## src/dopq_pkg.sv

```systemverilog
// ----------------------------------------------------------------------------
// dopq_pkg
// Shared types and constants for the distance ordered priority queue.
// ----------------------------------------------------------------------------
package dopq_pkg;

	localparam int QUEUE_DEPTH = 64;
	localparam int AW          = $clog2(QUEUE_DEPTH);
	localparam int CW          = $clog2(QUEUE_DEPTH + 1);
	localparam int SUM_W       = $clog2(2 * QUEUE_DEPTH);
	localparam int KEY_W       = 32;
	localparam int REF_W       = 20;
	localparam int FUNC_W      = 2;
	localparam int STAT_W      = 2;
	localparam int OCC_W       = 7;

	typedef enum logic [FUNC_W-1:0] {
		OP_PUSH  = 2'd0,
		OP_POP   = 2'd1,
		OP_PURGE = 2'd2
	} op_t;

	typedef enum logic [STAT_W-1:0] {
		ST_DONE  = 2'd0,
		ST_FULL  = 2'd1,
		ST_EMPTY = 2'd2
	} status_t;

	typedef enum logic [3:0] {
		S_IDLE,
		S_DECODE,
		S_PUSH_CHK,
		S_PUSH_CMP,
		S_PURGE_CHK,
		S_PURGE_CMP,
		S_POP_TAKE,
		S_FINISH
	} state_t;

	typedef struct packed {
		logic [KEY_W-1:0] key;
		logic [REF_W-1:0] nref;
	} entry_t;

	typedef struct packed {
		logic load;
		logic rd_head;
		logic rd_tail;
		logic shift;
		logic place;
		logic dec_idx;
		logic trim;
		logic take;
		logic flag_full;
		logic flag_empty;
		logic finish;
	} cmd_t;

	typedef struct packed {
		logic [FUNC_W-1:0] func;
		logic              full;
		logic              count_zero;
		logic              idx_zero;
		logic              above;
		logic              out_free;
	} stat_t;

	function automatic logic [AW-1:0] wrap_addr(input logic [AW-1:0] base,
		input logic [CW-1:0] off);
		logic [SUM_W-1:0] sum;
		sum = SUM_W'(base) + SUM_W'(off);
		if (sum >= SUM_W'(QUEUE_DEPTH)) begin
			sum = sum - SUM_W'(QUEUE_DEPTH);
		end
		return sum[AW-1:0];
	endfunction

endpackage

```

## src/dopq_ctrl.sv

```systemverilog
// ----------------------------------------------------------------------------
// dopq_ctrl
// Operation sequencer: decodes the item, walks the tail for push and purge,
// and hands the result to the output register.
// ----------------------------------------------------------------------------
module dopq_ctrl (
	input  logic             clk,
	input  logic             arst_n,
	input  logic             in_valid,
	output logic             in_stall,
	input  dopq_pkg::stat_t  st,
	output dopq_pkg::cmd_t   cmd
);

	dopq_pkg::state_t state_q, state_d;

	always_ff @(posedge clk or negedge arst_n) begin
		if (!arst_n) begin
			state_q <= dopq_pkg::S_IDLE;
		end else begin
			state_q <= state_d;
		end
	end

	always_comb begin
		state_d = state_q;
		unique case (state_q)
			dopq_pkg::S_IDLE: begin
				if (in_valid) state_d = dopq_pkg::S_DECODE;
			end
			dopq_pkg::S_DECODE: begin
				case (st.func)
					dopq_pkg::OP_PUSH:
						state_d = st.full ? dopq_pkg::S_FINISH : dopq_pkg::S_PUSH_CHK;
					dopq_pkg::OP_POP:
						state_d = st.count_zero ? dopq_pkg::S_FINISH : dopq_pkg::S_POP_TAKE;
					dopq_pkg::OP_PURGE:
						state_d = dopq_pkg::S_PURGE_CHK;
					default:
						state_d = dopq_pkg::S_FINISH;
				endcase
			end
			dopq_pkg::S_PUSH_CHK: begin
				state_d = st.idx_zero ? dopq_pkg::S_FINISH : dopq_pkg::S_PUSH_CMP;
			end
			dopq_pkg::S_PUSH_CMP: begin
				state_d = st.above ? dopq_pkg::S_PUSH_CHK : dopq_pkg::S_FINISH;
			end
			dopq_pkg::S_PURGE_CHK: begin
				state_d = st.idx_zero ? dopq_pkg::S_FINISH : dopq_pkg::S_PURGE_CMP;
			end
			dopq_pkg::S_PURGE_CMP: begin
				state_d = st.above ? dopq_pkg::S_PURGE_CHK : dopq_pkg::S_FINISH;
			end
			dopq_pkg::S_POP_TAKE: begin
				state_d = dopq_pkg::S_FINISH;
			end
			dopq_pkg::S_FINISH: begin
				if (st.out_free) state_d = dopq_pkg::S_IDLE;
			end
			default: state_d = dopq_pkg::S_IDLE;
		endcase
	end

	always_comb begin
		cmd      = '0;
		in_stall = 1'b1;
		unique case (state_q)
			dopq_pkg::S_IDLE: begin
				in_stall = 1'b0;
				cmd.load = in_valid;
			end
			dopq_pkg::S_DECODE: begin
				case (st.func)
					dopq_pkg::OP_PUSH: cmd.flag_full = st.full;
					dopq_pkg::OP_POP: begin
						cmd.flag_empty = st.count_zero;
						cmd.rd_head    = !st.count_zero;
					end
					default: cmd = '0;
				endcase
			end
			dopq_pkg::S_PUSH_CHK: begin
				cmd.place   = st.idx_zero;
				cmd.rd_tail = !st.idx_zero;
			end
			dopq_pkg::S_PUSH_CMP: begin
				cmd.shift = st.above;
				cmd.place = !st.above;
			end
			dopq_pkg::S_PURGE_CHK: begin
				cmd.trim    = st.idx_zero;
				cmd.rd_tail = !st.idx_zero;
			end
			dopq_pkg::S_PURGE_CMP: begin
				cmd.dec_idx = st.above;
				cmd.trim    = !st.above;
			end
			dopq_pkg::S_POP_TAKE: begin
				cmd.take = 1'b1;
			end
			dopq_pkg::S_FINISH: begin
				cmd.finish = st.out_free;
			end
			default: cmd = '0;
		endcase
	end

endmodule

```

## src/dopq_datapath.sv

```systemverilog
// ----------------------------------------------------------------------------
// dopq_datapath
// Circular entry memory with head pointer and count, tail walk index,
// result registers and the output register.
// ----------------------------------------------------------------------------
module dopq_datapath (
	input  logic                          clk,
	input  logic                          arst_n,
	input  dopq_pkg::cmd_t                cmd,
	output dopq_pkg::stat_t               st,
	input  logic [dopq_pkg::FUNC_W-1:0]   func,
	input  logic [dopq_pkg::KEY_W-1:0]    distance,
	input  logic [dopq_pkg::REF_W-1:0]    node_ref,
	output logic                          out_valid,
	input  logic                          out_stall,
	output logic [dopq_pkg::REF_W-1:0]    popped_ref,
	output logic [dopq_pkg::KEY_W-1:0]    popped_distance,
	output logic [dopq_pkg::STAT_W-1:0]   status,
	output logic [dopq_pkg::OCC_W-1:0]    occupancy
);

	dopq_pkg::entry_t mem [dopq_pkg::QUEUE_DEPTH];
	dopq_pkg::entry_t rd_q;

	logic [dopq_pkg::AW-1:0]     head_q;
	logic [dopq_pkg::CW-1:0]     count_q;
	logic [dopq_pkg::CW-1:0]     idx_q;
	logic [dopq_pkg::FUNC_W-1:0] func_q;
	logic [dopq_pkg::KEY_W-1:0]  key_q;
	logic [dopq_pkg::REF_W-1:0]  ref_q;
	logic [dopq_pkg::REF_W-1:0]  res_ref_q;
	logic [dopq_pkg::KEY_W-1:0]  res_dist_q;
	logic [dopq_pkg::STAT_W-1:0] res_status_q;
	logic                        out_valid_q;
	logic [dopq_pkg::REF_W-1:0]  out_ref_q;
	logic [dopq_pkg::KEY_W-1:0]  out_dist_q;
	logic [dopq_pkg::STAT_W-1:0] out_status_q;
	logic [dopq_pkg::OCC_W-1:0]  out_occ_q;

	logic [dopq_pkg::AW-1:0] rd_addr;
	logic [dopq_pkg::AW-1:0] wr_addr;
	logic [dopq_pkg::AW-1:0] head_next;

	assign wr_addr   = dopq_pkg::wrap_addr(head_q, idx_q);
	assign rd_addr   = cmd.rd_head ? head_q
		: dopq_pkg::wrap_addr(head_q, idx_q - dopq_pkg::CW'(1));
	assign head_next = (head_q == dopq_pkg::AW'(dopq_pkg::QUEUE_DEPTH - 1))
		? '0 : head_q + dopq_pkg::AW'(1);

	always_ff @(posedge clk) begin
		if (cmd.rd_head || cmd.rd_tail) begin
			rd_q <= mem[rd_addr];
		end
		if (cmd.shift) begin
			mem[wr_addr] <= rd_q;
		end else if (cmd.place) begin
			mem[wr_addr] <= '{key: key_q, nref: ref_q};
		end
	end

	always_ff @(posedge clk or negedge arst_n) begin
		if (!arst_n) begin
			head_q      <= '0;
			count_q     <= '0;
			out_valid_q <= 1'b0;
		end else begin
			if (cmd.place) begin
				count_q <= count_q + dopq_pkg::CW'(1);
			end else if (cmd.trim) begin
				count_q <= idx_q;
			end else if (cmd.take) begin
				count_q <= count_q - dopq_pkg::CW'(1);
				head_q  <= head_next;
			end
			if (cmd.finish) begin
				out_valid_q <= 1'b1;
			end else if (!out_stall) begin
				out_valid_q <= 1'b0;
			end
		end
	end

	always_ff @(posedge clk) begin
		if (cmd.load) begin
			func_q       <= func;
			key_q        <= distance;
			ref_q        <= node_ref;
			idx_q        <= count_q;
			res_ref_q    <= '0;
			res_dist_q   <= '0;
			res_status_q <= dopq_pkg::ST_DONE;
		end else begin
			if (cmd.shift || cmd.dec_idx) begin
				idx_q <= idx_q - dopq_pkg::CW'(1);
			end
			if (cmd.flag_full) begin
				res_status_q <= dopq_pkg::ST_FULL;
			end
			if (cmd.flag_empty) begin
				res_status_q <= dopq_pkg::ST_EMPTY;
			end
			if (cmd.take) begin
				res_ref_q  <= rd_q.nref;
				res_dist_q <= rd_q.key;
			end
		end
		if (cmd.finish) begin
			out_ref_q    <= res_ref_q;
			out_dist_q   <= res_dist_q;
			out_status_q <= res_status_q;
			out_occ_q    <= dopq_pkg::OCC_W'(count_q);
		end
	end

	assign st.func       = func_q;
	assign st.full       = (count_q == dopq_pkg::CW'(dopq_pkg::QUEUE_DEPTH));
	assign st.count_zero = (count_q == '0);
	assign st.idx_zero   = (idx_q == '0);
	assign st.above      = (rd_q.key > key_q);
	assign st.out_free   = !out_valid_q || !out_stall;

	assign out_valid       = out_valid_q;
	assign popped_ref      = out_ref_q;
	assign popped_distance = out_dist_q;
	assign status          = out_status_q;
	assign occupancy       = out_occ_q;

endmodule

```

## src/distance_ordered_priority_queue.sv

```systemverilog
// ----------------------------------------------------------------------------
// distance_ordered_priority_queue
// Sorted (distance, node ref) queue with push, pop and purge above threshold.
// A push or purge compares entries one by one from the tail; pops, unused op
// codes and flagged push/pop skip the walk. The next item is accepted in the
// cycle after the result is loaded; a stalled result holds the next item back.
// Reset empties the queue at once.
// ----------------------------------------------------------------------------
module distance_ordered_priority_queue (
	input  logic                          clk,
	input  logic                          arst_n,
	input  logic                          in_valid,
	output logic                          in_stall,
	input  logic [dopq_pkg::FUNC_W-1:0]   func,
	input  logic [dopq_pkg::KEY_W-1:0]    distance,
	input  logic [dopq_pkg::REF_W-1:0]    node_ref,
	output logic                          out_valid,
	input  logic                          out_stall,
	output logic [dopq_pkg::REF_W-1:0]    popped_ref,
	output logic [dopq_pkg::KEY_W-1:0]    popped_distance,
	output logic [dopq_pkg::STAT_W-1:0]   status,
	output logic [dopq_pkg::OCC_W-1:0]    occupancy
);

	dopq_pkg::cmd_t  cmd;
	dopq_pkg::stat_t st;

	dopq_ctrl u_ctrl (
		.clk      (clk),
		.arst_n   (arst_n),
		.in_valid (in_valid),
		.in_stall (in_stall),
		.st       (st),
		.cmd      (cmd)
	);

	dopq_datapath u_datapath (
		.clk             (clk),
		.arst_n          (arst_n),
		.cmd             (cmd),
		.st              (st),
		.func            (func),
		.distance        (distance),
		.node_ref        (node_ref),
		.out_valid       (out_valid),
		.out_stall       (out_stall),
		.popped_ref      (popped_ref),
		.popped_distance (popped_distance),
		.status          (status),
		.occupancy       (occupancy)
	);

endmodule

```

## config.mk

```make
export PLATFORM = sky130hd
export DESIGN_NAME = distance_ordered_priority_queue
export DESIGN_NICKNAME = d
export VERILOG_FILES = /design/src/dopq_pkg.sv /design/src/dopq_ctrl.sv /design/src/dopq_datapath.sv /design/src/distance_ordered_priority_queue.sv
export SDC_FILE = /design/constraint.sdc
export NUM_CORES = 2
export LEC_CHECK = 0
export BUFFER_PORTS_ARGS = -buffer_cell sky130_fd_sc_hd__buf_2
export CAP_MARGIN = 20
export CORE_ASPECT_RATIO = 1.2
export CORE_MARGIN = 1
export CORE_UTILIZATION = 57
export DETAILED_ROUTE_END_ITERATION = 16
export PLACE_DENSITY_LB_ADDON = 0.08
export SYNTH_ARGS = -nofsm -noshare
export SYNTH_HDL_FRONTEND = slang
export SYNTH_SLANG_ARGS = --single-unit
```

## constraint.sdc

```tcl
create_clock -name clk -period 6 [get_ports clk]
set_input_delay 0.3 -clock clk [delete_from_list [all_inputs] [get_ports clk]]
set_output_delay 0.3 -clock clk [all_outputs]
set_load 0.05 [all_outputs]
```

# ---- After elaboration in Yosys (flattened, before gate mapping)
# Memory sizes are Yosys's and may differ from the RTL's. A register that Yosys moved wholly into a read port is not among the register bits.
# Index checks and enable logic that the tools add are counted.
# W data, S select, Z words.
dict set report totals {
  output_inout_bits 63
  input_bits 58
  regBits 194
  mem_bits_rw 3328
  mem_count 1
  elab_cells 107
}
# name depth word_bits rd rd_clocked_by_memory_dff wr line_no
set memory_table {}
lappend memory_table {u_datapath.mem 64 52 1 1 1 dopq_datapath.sv:22} ;# dopq_pkg::entry_t mem [dopq_pkg::QUEUE_DEPTH];
dict set report op_classes {
  n_lt_le_gt_ge 3
  muxes 43
  add_sub_neg 8
  n_eq_ne 14
  bitwise_logic 3
  n_reduce_logical 19
}
# cell count
set ops {}
lappend ops {{$mux W52} 1}
lappend ops {{$mux W7} 5}
lappend ops {{$gt A32 B32 Y1} 1}
lappend ops {{$pmux W4 S8} 1}
lappend ops {{$mux W6} 4}
lappend ops {{$mux W1} 19}
lappend ops {{$eq A4 B3 Y1 const B} 4}
lappend ops {{$add A6 B7 Y7} 2}
lappend ops {{$ge A7 B7 Y1 const B} 2}
lappend ops {{$logic_not A7 Y1} 2}
lappend ops {{$sub A7 B1 Y7 const B} 2}
lappend ops {{$pmux W4 S3} 1}
lappend ops {{$sub A6 B1 Y6 const B} 2}
lappend ops {{$mux W2} 5}
lappend ops {{$mux W3} 3}
lappend ops {{$eq A4 B2 Y1 const B} 2}
lappend ops {{$mux W4} 2}
lappend ops {{$add A7 B1 Y7 const B} 1}
lappend ops {{$eq A7 B7 Y1 const B} 1}
lappend ops {{$add A6 B1 Y6 const B} 1}
lappend ops {{$eq A6 B6 Y1 const B} 1}
lappend ops {{$logic_not A1 Y1} 5}
lappend ops {{$eq A4 B1 Y1 const B} 1}
lappend ops {{$logic_not A4 Y1} 1}
lappend ops {{other kinds (14)} 21}

# ---- Depth between registers and ports, before layout
dict set report logic_depth {
  word_depth 7
  ltp_mapped 17
  ltp_nobuf 12
}

# ---- Hierarchy
# Synthesis repeated with hierarchy kept, for this count alone.
dict set report hier_totals {
  hier_cells 9370
  area_unflattened_um2 142081.3
}
# module cells_per_inst area_per_inst_um2 seq_area_each_um2 instances
set by_module_without_submodules {}
lappend by_module_without_submodules {dopq_datapath 9316 141669.6 106592.2 1}
lappend by_module_without_submodules {dopq_ctrl 54 411.6 75.1 1}

# ---- Worst setup path before layout
# Ideal clock, no wire load.
dict set report synth_path {
  kind {reg2reg}
  from {register, netlist name u_datapath.rd_q[49]}
  to {memory u_datapath.mem[0][51] in the netlist's numbering, data pin}
  t_required_ns 5.298
  n_path_buf 3
  setup_time_ns 0.702
  stages_incl_launch_ff 12
  period_less_slack_ns 5.910
  arrival_ns 5.208
  slack_ns 0.090
  cell_sequence {edfxtp_1 > ha_1 > nand4_1 > nor4_1 > nand3_1 > and2_1 > a22oi_1 > clkbuf_1 > nand2_1 > clkbuf_1 > clkbuf_1 > o21ai_0}
}
dict set report synth_between {
  elab_chain_cells 7
  word_cells_on_any_way 8
  cone_classes {order compare: 1; mux: 6; reduce/logical: 1}
}
# element line_no
set synth_rtl {}
lappend synth_rtl {{$gt A32 B32 Y1 (*)} dopq_datapath.sv:119} ;# assign st.above = (rd_q.key > key_q);
lappend synth_rtl {{$logic_not A1 Y1} dopq_ctrl.sv:89} ;# cmd.place = !st.above;
lappend synth_rtl {{$pmux W1 S2} dopq_ctrl.sv:68} ;# unique case (state_q)
lappend synth_rtl {{$mux W1} dopq_datapath.sv:56} ;# end else if (cmd.place) begin
lappend synth_rtl {{$mux W1 (*)} dopq_datapath.sv:54} ;# if (cmd.shift) begin
lappend synth_rtl {{$mux W1 (not written as such) (*)} dopq_datapath.sv:57} ;# mem[wr_addr] <= '{key: key_q, nref: ref_q};
lappend synth_rtl {{$mux W52 (no source line) (*)} --}
lappend synth_rtl {{end, declared} dopq_datapath.sv:22}
# Every way passes the cells marked *; elsewhere a longest branch is shown, timed or not.

# ---- Worst setup path in the final report
dict set report layout_path {
  from {register u_datapath.idx_q[0] in the netlist's numbering}
  to {memory u_datapath.mem[51][7] in the netlist's numbering, enable pin}
}
dict set report layout_between {
  elab_chain_cells 6
  word_cells_on_any_way 10
  cone_classes {add/sub: 2; order compare: 1; mux: 5; bitwise: 1; reduce/logical: 1}
}
# element line_no
set layout_rtl {}
lappend layout_rtl {{start, declared} dopq_datapath.sv:27} ;# logic [dopq_pkg::CW-1:0] idx_q;
lappend layout_rtl {{start signal, assigned} dopq_datapath.sv:88} ;# idx_q <= count_q;
lappend layout_rtl {{start signal, assigned} dopq_datapath.sv:94} ;# idx_q <= idx_q - dopq_pkg::CW'(1);
lappend layout_rtl {{parallel branches: the longest is 6 deep, another holds $add A6 B7 Y7} --}
# Parallel ways; which one is timed is not known.

==> summary.txt <==
CTS
  – Post-CTS Resized: 0
  – Post-CTS setup buffer count: 0
  – H-tree depth: 5
  – CTS tree: yes
  – CTS sink count: 3573
  – CTS Buffer Depth: 4
  – Worst-Skew Late Latency: 900 ps
  – Hold_buf cts: 58
  – CTS root buf: clkbuf_16
  – Num CTS Buffers: 348
  – Clk pin slew, worst setup/hold paths: 70 ps

Layout
  – Nets: 10138
  – Layout cells sized above 1: 11.00%
  – Area Growth Syn to Fin: 12.96%

Flow run
  – Max-cap violation count: 0

Die
  – Core area: 245500 sq um
  – Die area: 249800 sq um
  – Die H: 547.3 um
  – Die width: 456.4 um
  – Row count: 199
  – Initial core utilization: 57.52%
  – Num ports: 121

Critical path
  – Worst r2r dst: u_datapath.mem[51][7]$_DFFE_PP_
  – Startpoint types: flip-flop
  – Kind of critical path: flip-flop to flip-flop
  – Reg2Reg Setup Slack: 1040 ps
  – Crit-path max cell delay: 1200 ps
  – Worst-path maximum fanout: 11
  – Crit-path cells: inv_1 -> ha_1 -> nor3b_1 -> a31o_2 -> and2_1 -> nand3_1 -> nor2_4 -> buf_4
  – Critical Path Sink: u_datapath.mem[51][7]$_DFFE_PP_
  – Crit path from: u_datapath.idx_q[0]$_DFFE_PP_
  – Worst path top cell family by delay: simple AND/OR/NAND/NOR gates
  – CP arrival: 5520 ps
  – Crit-path slowest cell: nor2_4
  – Worst-case reg-to-reg path depth: 8
  – CP bufs+invs: 2
  – CP required: 6560 ps
  – Reg2reg start: u_datapath.idx_q[0]$_DFFE_PP_
  – Worst setup EP type: flip-flop
  – CP Depth: 8

Yosys
  – Netlist Area Pre-Place: 141200 sq um
  – Commonest cells in the netlist: edfxtp_1 (3502), nand2_1 (1873), a211oi_1 (809), a31oi_1 (803), and3_1 (800)
  – Unique cell type count in the Yosys netlist: 62
  – Synth Net Count: 10019
  – Post-synth EDFFs: 3502
  – Async SR Flop Fraction: 0.4758%
  – Ranking of synthesized cells by area: edfxtp_1 (74%), nand2_1 (5.0%), a211oi_1 (4.3%), a31oi_1 (3.6%), and3_1 (3.5%)
  – #FFs+latches synth: 3573
  – Mean Syn Cell Area: 14.25 sq um
  – Count leader, synth: edfxtp_1
  – Area share of the largest cell type after synthesis: 74.47%
  – Yosys warning count: 0
  – Seq/Total Area, Yosys: 75.53%
  – Main synth FF type: edfxtp_1
  – Cells after synthesis: 9909
  – Yosys top cell by area: edfxtp_1

Routing
  – Routed wire per std cell: 35.38 um
  – Initial drt markers: 15491
  – # DRC: 0
  – Avg Vias per Cell: 7.002
  – TritonRoute pass-1 iters: 12
  – Via count: 94809
  – Post-DRT Antenna Nets: 0
  – DRT Wirelength: 479000 um

GRT
  – Initial antenna violation count: 37
  – Vias in the first global route: 87444
  – Largest net degree at the start of global routing: 180
  – Grt total ovfl: 0
  – First-pass GRT wire length: 664000 um
  – GRT Overall Usage: 37.64%

Timing
  – Slew HR: 17.64%
  – Fin crit period: 4955 ps
  – Final Hold Fails: 0
  – RSZ-0062 raised after global routing: false
  – Max Freq: 201.8 MHz
  – # setup viols final: 0
  – Final Slew Violations: 0
  – Worst Tran Pin Value: 1235 ps
  – Clk_skew: 51.64 ps
  – Part of the cycle the worst path needs: 82.59%
  – Setup tns final: 0 ps

Outcome
  – Outcome: completed

Placed design
  – GPL Wtd Cong: 0.9409
  – I/O Buffers: 120
  – Post-DP HPWL: 240500 um

Worst hold path
  – Type of the worst min-delay path: primary input to flip-flop
metrics by stage:
step	instances	setup WS [ps]	cell area [sq um]	hold slack (ps)	utilization [%]
after floorplan	9909	89.94	141200	4.409	-
after global placement	12827	1243	147700	274.7	60.18
after detailed placement	12827	1183	147700	277.4	60.18
after CTS	13511	1173	159300	86.28	64.90
after global routing	13525	913.1	159500	123.6	64.96
final	13540	1045	159500	121.4	64.98
layout make-up:
class | count | area, sq um
multi-input combinational | 5494 | 32210
inverter | 53 | 201.4
tap | 3216 | 4024
antenna | 20 | 50.05
sequential | 3573 | 106700
fill | 17375 | 85980
timing repair buffer | 558 | 5370
clock inverter | 174 | 1468
clock buffer | 452 | 9529
logic make-up (layout without fill, tap and decap cells):
logic type | after synthesis | after routing | share of synthesized area (%)
xor+xnor | 23 | 23 | 0.1426
fa+ha+maj | 52 | 52 | 0.4714
compound gates | 2409 | 2409 | 11.54
simple gates | 2956 | 2956 | 9.577
buf+inv | 842 | 1237 | 2.331
flops | 3573 | 3573 | 75.53
other cells | 0 | 20 | 0
mux | 54 | 54 | 0.4031
sequential cells by signal, summed over array words and instances, names as in the netlist, 3 cells and up:
register	flops
u_datapath.occupancy	7
u_datapath.head_q	6
u_datapath.mem	3328
u_datapath.popped_distance	32
u_datapath.count_q	7
u_ctrl.state_q	3
u_datapath.key_q	32
u_datapath.ref_q	20
u_datapath.popped_ref	20
u_datapath.res_ref_q	20
u_datapath.idx_q	7
u_datapath.res_dist_q	32
u_datapath.rd_q	52
cell usage in the layout (no fill, tap or decap), drive strengths merged, types with 23 or more instances in the layout:
master	Yosys	layout
inv	52	60
nor2	104	104
buf	161	499
clkbuf	628	453
dfxtp	54	54
mux2i	31	31
o21ai	56	56
clkinv	1	139
mux2	23	23
a211oi	809	809
a31oi	803	803
dlygate4sd3	0	58
and3	800	800
or4	50	50
a22oi	401	401
nand3	68	68
edfxtp	3502	3502
bufinv	0	24
a21oi	284	284
ha	50	50
nand2	1874	1874
routing by layer:
layer,global-route usage [%],vias up,wire (um)
met5,0,-,120
met4,17.72,18,26490
met3,8.962,1348,64890
met2,56.23,6657,212000
met1,52.57,47975,175500
li1,-,38811,-
worst min path at each step:
stage                     slack (ps)    startpoint  cells past startpoint                          endpoint
after floorplan                    4        arst_n                      0     u_ctrl.state_q[0]$_DFFE_PN0P_
after global placement           270        arst_n                      1  u_datapath.out_valid$_DFFE_PN0P_
after detailed placement         280        arst_n                      1     u_ctrl.state_q[1]$_DFFE_PN0P_
after global routing             120  node_ref[15]                      2    u_datapath.ref_q[15]$_DFFE_PP_
after CTS                         90  node_ref[11]                      2    u_datapath.ref_q[11]$_DFFE_PP_
final                            120  node_ref[11]                      2    u_datapath.ref_q[11]$_DFFE_PP_
Power is not shown: default switching activity piles up to over one toggle a cycle in this logic, so the estimate is an artifact.
